[src/sv/tair_pkg.sv]
`timescale 1ns / 1ps
// ----------------------------------------------------------------------------
// tair_pkg
// Shared types and constants for the tensor axis index resolver.
// ----------------------------------------------------------------------------
package tair_pkg;

  localparam int DEF_INDEX_BITS = 32;
  localparam int SIZE_W         = 31;
  localparam int STRIDE_W       = 32;
  localparam int IDX_W          = 32;
  localparam int LEN_W          = 31;
  localparam int PROD_W         = 64;
  localparam int VAL_W          = 34;

  typedef enum logic [1:0] {
    KIND_INDEX   = 2'd0,
    KIND_SLICE   = 2'd1,
    KIND_NEWAXIS = 2'd2
  } kind_t;

  typedef enum logic [1:0] {
    ST_OK        = 2'd0,
    ST_ZERO_STEP = 2'd1,
    ST_BIG_STEP  = 2'd2,
    ST_RANGE     = 2'd3
  } status_t;

  typedef struct packed {
    logic [1:0]                 req_type;
    logic [SIZE_W-1:0]          axis_size;
    logic signed [STRIDE_W-1:0] axis_stride;
    logic                       has_start;
    logic signed [IDX_W-1:0]    index_start;
    logic                       has_stop;
    logic signed [IDX_W-1:0]    index_stop;
    logic signed [IDX_W-1:0]    slice_step;
  } req_t;

  typedef struct packed {
    logic                     keeps_axis;
    logic [LEN_W-1:0]         out_length;
    logic signed [PROD_W-1:0] out_stride;
    logic signed [PROD_W-1:0] offset_delta;
    status_t                  status;
  } rsp_t;

  typedef struct packed {
    logic                     keeps;
    logic                     len_en;
    logic                     stride_en;
    logic                     delta_en;
    status_t                  status;
    logic signed [PROD_W-1:0] ostride;
    logic signed [PROD_W-1:0] delta;
  } meta_t;

  typedef struct packed {
    logic             valid;
    meta_t            meta;
    logic [LEN_W-1:0] rem;
    logic [LEN_W-1:0] num;
    logic [LEN_W-1:0] quo;
    logic [LEN_W:0]   dv;
  } cell_t;

endpackage

[src/sv/tair_cell.sv]
`timescale 1ns / 1ps
// ----------------------------------------------------------------------------
// tair_cell
// One restoring-division step: one quotient bit per cell, passed to the next.
// ----------------------------------------------------------------------------
module tair_cell (
  input  logic            clk,
  input  logic            rst,
  input  logic            en,
  input  tair_pkg::cell_t prev,
  output tair_pkg::cell_t next
);

  localparam int LW = tair_pkg::LEN_W;

  logic [LW:0] trial, diff;
  logic        fit;

  always_comb begin
    trial = {prev.rem, prev.num[LW-1]};
    fit   = (trial >= prev.dv);
    diff  = trial - prev.dv;
  end

  always_ff @(posedge clk) begin
    if (rst) begin
      next.valid <= 1'b0;
    end else if (en) begin
      next.valid <= prev.valid;
    end
    if (en) begin
      next.meta <= prev.meta;
      next.rem  <= fit ? diff[LW-1:0] : trial[LW-1:0];
      next.num  <= {prev.num[LW-2:0], 1'b0};
      next.quo  <= {prev.quo[LW-2:0], fit};
      next.dv   <= prev.dv;
    end
  end

endmodule

[config.mk]
export PLATFORM = sky130hd
export DESIGN_NAME = tair_cell
export DESIGN_NICKNAME = d
export VERILOG_FILES = /design/src/sv/tair_pkg.sv /design/src/sv/tair_cell.sv
export SDC_FILE = /design/constraint.sdc
export NUM_CORES = 1
export LEC_CHECK = 0
export BUFFER_PORTS_ARGS = -buffer_cell sky130_fd_sc_hd__buf_4
export CORE_AREA = 8 8 195 197
export CTS_CLUSTER_SIZE = 25
export DETAILED_ROUTE_END_ITERATION = 10
export DIE_AREA = 0 0 203 205
export PLACE_DENSITY_LB_ADDON = 0.15
export SYNTH_ARGS = -nofsm -noshare
export SYNTH_HDL_FRONTEND = slang
export SYNTH_SLANG_ARGS = --single-unit
[constraint.sdc]
create_clock -name clk -period 5 [get_ports clk]
set_input_delay 1 -clock clk [delete_from_list [all_inputs] [get_ports clk]]
set_output_delay 1 -clock clk [all_outputs]
set_load 0.01 [all_outputs]
# --- After elaboration in Yosys (flattened, before gate mapping) ---
# Index checks and enable logic that the tools add are counted.
classes:
  n_addsub: 1
  n_lt_le_gt_ge: 1
  mux: 1
op_table:
  columns: ["cell", "count"]
  rows:
  - ["32-bit >= comparator", 1]
  - ["31-bit 2-to-1 mux", 1]
  - ["31-bit subtractor", 1]
word_totals:
  output_inout_bits: 260
  regBits: 259

# --- Depth between registers and ports, before layout ---
logic_depth:
  depth_word: 2
  depth_mapped: 12
  ltp_nobuf: 11

# --- Worst setup path after synthesis ---
# OpenSTA, ideal clock, no wires.
synth_path:
  path_kind: "input -> register"
  start: "input prev[93] (netlist bit)"
  end: "register next[110] (netlist bit) (data pin)"
  stages: 10
  t_arrival_ns: 2.972
  path_slack_ns: 1.768
  cell_sequence: "inv_1 -> ha_1 -> fa_1 -> nor2b_1 -> o31a_1 -> o21ai_1 -> o21ai_0 -> a31oi_1 -> o2111a_1 -> a221o_1"
synth_between:
  elab_chain_len: 2
synth_lines:
  columns: ["item", "line_no", "source"]
  rows:
  - ["from (decl)", "tair_cell.sv:10", "input tair_pkg::cell_t prev,"]
  - ["31-bit subtractor or 32-bit >= comparator (tied branches)", "tair_cell.sv:22, tair_cell.sv:21", null]
  - ["31-bit 2-to-1 mux *", "tair_cell.sv:33", "next.rem <= fit ? diff[LW-1:0] : trial[LW-1:0];"]
  - ["to (decl)", "tair_cell.sv:11", "output tair_pkg::cell_t next"]
# Every way passes the cells marked *; elsewhere a longest branch is shown, timed or not.
# A chain may end at the register's enable or synchronous reset.

# --- Final worst setup path ---
layout_path:
  start: "input prev[0] (netlist bit)"
  end: "register next[110] (netlist bit) (data pin)"
# The elaborated chain is that of the path after synthesis.

==> out/results.ini <==
[synth]
ys_seq_area_share_pct = 78.1
synth_seq_cells = 259
synth-main-ff-cell = edfxtp_1
ys_warn_count = 0
syn_area_per_cell_sq_um = 16.6
syn_nets = 897
syn_inst = 601
netlist_area_sq_mm = 0.00995
postSynth.asyncResetShare_pct = 0
synth_edf_count = 258
synth_cell_type_count = 56

[timing]
post-route-period-util_pct = 66.3
setup_ws_ns = 1.68
finalHoldViolCount = 0
fmax_ghz = 0.302
slew_violations = 0
rsz0062_at_grt = false
finalSetupViolations = 0
fin_skew_ns = 0
max_slew_margin_pct = 43.8
timing.setup.tns_ns = 0
tightest_slew_ns = 0.843
holdWs_ns = 0.513
finalCriticalPeriod_ns = 3.32

[clock_network]
holdBufCountCts = 0
htreeDepth = 1
cts_resized = 0
cts_sinks = 259
cts_made_buffers = 30
cts_setup_buffers = 0
clkSlewWorstSetupHoldPaths_ns = 0.06
clkLatencyLatePin_ns = 0.54
cts_tree = built
cts-root-buf = clkbuf_16
clk_path_buf_depth = 3

[power]
p_int_mw = 4.41
power.switching_mw = 1.39
power_frac_seq_pct = 45.8
clock_power_share_pct = 38.0
ir_drop_uv = 286
p_comb_share_pct = 16.1
swShare_pct = 23.9
power_leakage_nw = 6.68
power.density_mw_per_mm2 = 375

[worst_setup_path]
cp.arrival_ns = 3.62
reg2reg_depth = 2
crit_path_start_kind = input pin
worstSetupPathType = input pin to flip-flop
r2r-end = next[259]
r2r-start = next[259]
ff2ff_setup_slack_ns = 4.41
required_ns = 5.30
path_max_fanout = 4
worstSetupEndpointType = flip-flop

[route]
drc_errors = 0
drtIter0Drc = 299
wl_microns = 37100
postRouteAntennaNets = 0
wl_per_cell_microns = 22.7
via_per_inst = 4.35
vias = 7126
first_pass_iters = 4

[floorplanning]
dieWidth_microns = 203
ios = 523
start_util_pct = 28.5
dieHeight_microns = 205
die_area_sq_mm = 0.0416
rows = 69
core_area_sq_mm = 0.0350

[global_routing]
grt_overflow = 0
grt_pass1_wl_microns = 51000
track_usage_pct = 16.6
antenna_found_initial = 5
grt_max_degree = 103
grt_pass1_vias = 7331

[finish]
drive_gt1_share_pct = 49.8
reg_top3 = next (259)
seqCellArea_sq_mm = 0.00777
final_nets = 1446
syn_to_final_growth_pct = 55.4
multi_input_area_sq_mm = 0.00198
final_area_sq_mm = 0.0155
n_fill_cell = 3248
max_flop_register = next
largest_register_ffs = 259

[placement]
hpwlAfterDp_microns = 30400
portBuffers = 520
placedInstanceArea_sq_mm = 0.0145
place_ws_ns = 1.08
gp_congestion = 0.817

[hold_path]
hold_depth = 2
hp-class = flip-flop to flip-flop
hold_end = next[259]
hold_start = next[259]

[outcome]
run_status = completed

[run]
drv_cap = 0

## area by class of cell
class / instances / area share [%]
multi-input combinational: 292 / 12.8
timing repair buffer: 527 / 25.7
clock inverter: 13 / 0.971
clock buffer: 41 / 5.52
sequential: 259 / 50.2
inverter: 40 / 0.971
antenna: 4 / 0.0647
tap: 461 / 3.73
## layout by cell type, fill, tap and decap left out, types with 5 or more instances in the layout
master	n
a21oi_1	26
nand3_1	5
nor2_1	16
o31ai_1	7
xnor2_1	5
o21ai_0	38
nor3_1	5
o21a_1	5
o21ai_1	5
clkbuf_1	6
ha_1	32
xor2_1	15
clkinv_2	6
edfxtp_1	258
a21o_1	13
buf_4	525
nand2_1	50
clkbuf_16	31
inv_1	40
## worst max-delay path, stage by stage
cell and delay [ns]:
buf_4 0.12, ha_1 0.22, fa_1 0.40, nor2b_1 0.20
o31a_1 0.21, o21ai_1 0.19, o21ai_0 0.45, a31oi_1 0.28
o2111a_1 0.30, a221o_1 0.26
## per-stage QoR
stage,std cells,total power [mW],util (%)
floorplan,601,3.04,-
global placement,1579,3.65,41.3
detailed placement,1579,3.66,41.3
CTS,1633,5.89,44.2
global route,1637,6.06,44.2
finish,1637,5.80,44.2
## synth_stat cells, types with 7 or more instances
library cell    n  area [sq um]
o31ai_1         7          52.6
nand2_1        50           188
o21ai_0        38           190
xor2_1         15           131
edfxtp_1      258          7750
a21o_1         13          97.6
inv_1          40           150
ha_1           32           400
nor2_1         16          60.1
a21oi_1        26           130
## power by group through the flow
| stage | clock network [mW] | logic [mW] | registers [mW] |
|---|---|---|---|
| 3_5_place_dp | 0 | 0.954 | 2.70 |
| 3_3_place_gp | 0 | 0.952 | 2.70 |
| 2_1_floorplan | 0 | 0.236 | 2.81 |
| 4_1_cts | 2.28 | 0.957 | 2.66 |
| 5_1_grt | 2.36 | 1.02 | 2.68 |
| 6_report | 2.21 | 0.936 | 2.66 |
## worst max-delay path by stage
| stage | from | end | slack (ns) | depth (start not counted) |
|---|---|---|---|---|
| 5_1_grt | prev[2] | next[110] | 1.51 | 11 |
| 3_5_place_dp | prev[2] | next[110] | 1.08 | 11 |
| 3_3_place_gp | prev[2] | next[110] | 1.15 | 11 |
| 6_report | prev[0] | next[110] | 1.68 | 10 |
| 2_1_floorplan | prev[93] | next[110] | 1.77 | 10 |
| 4_1_cts | prev[2] | next[110] | 1.68 | 11 |
## routing by layer
| layer | global-route usage, % | vias up | part of all wire (%) |
|---|---|---|---|
| met3 | 6.91 | 57 | 10 |
| met4 | 5.49 | 2 | 2.4 |
| met1 | 16.6 | 3360 | 34 |
| met2 | 30.8 | 301 | 54 |
| li1 | - | 3406 | - |
| met5 | 0 | - | 0.027 |
## logic make-up (layout without fill, tap and decap cells)
group | count (synthesis) | in the layout | synth area share [%]
AO/OA/AOI/OAI | 128 | 128 | 8.25
buffers and inverters | 50 | 621 | 2.05
XOR/XNOR | 20 | 20 | 1.76
adder cells (fa/ha/maj) | 33 | 33 | 4.22
other | 1 | 5 | 0.0377
AND/OR/NAND/NOR | 107 | 107 | 5.31
flip-flops | 259 | 259 | 78.1
multiplexers | 3 | 3 | 0.314
Power figures use the tool's default switching activity.
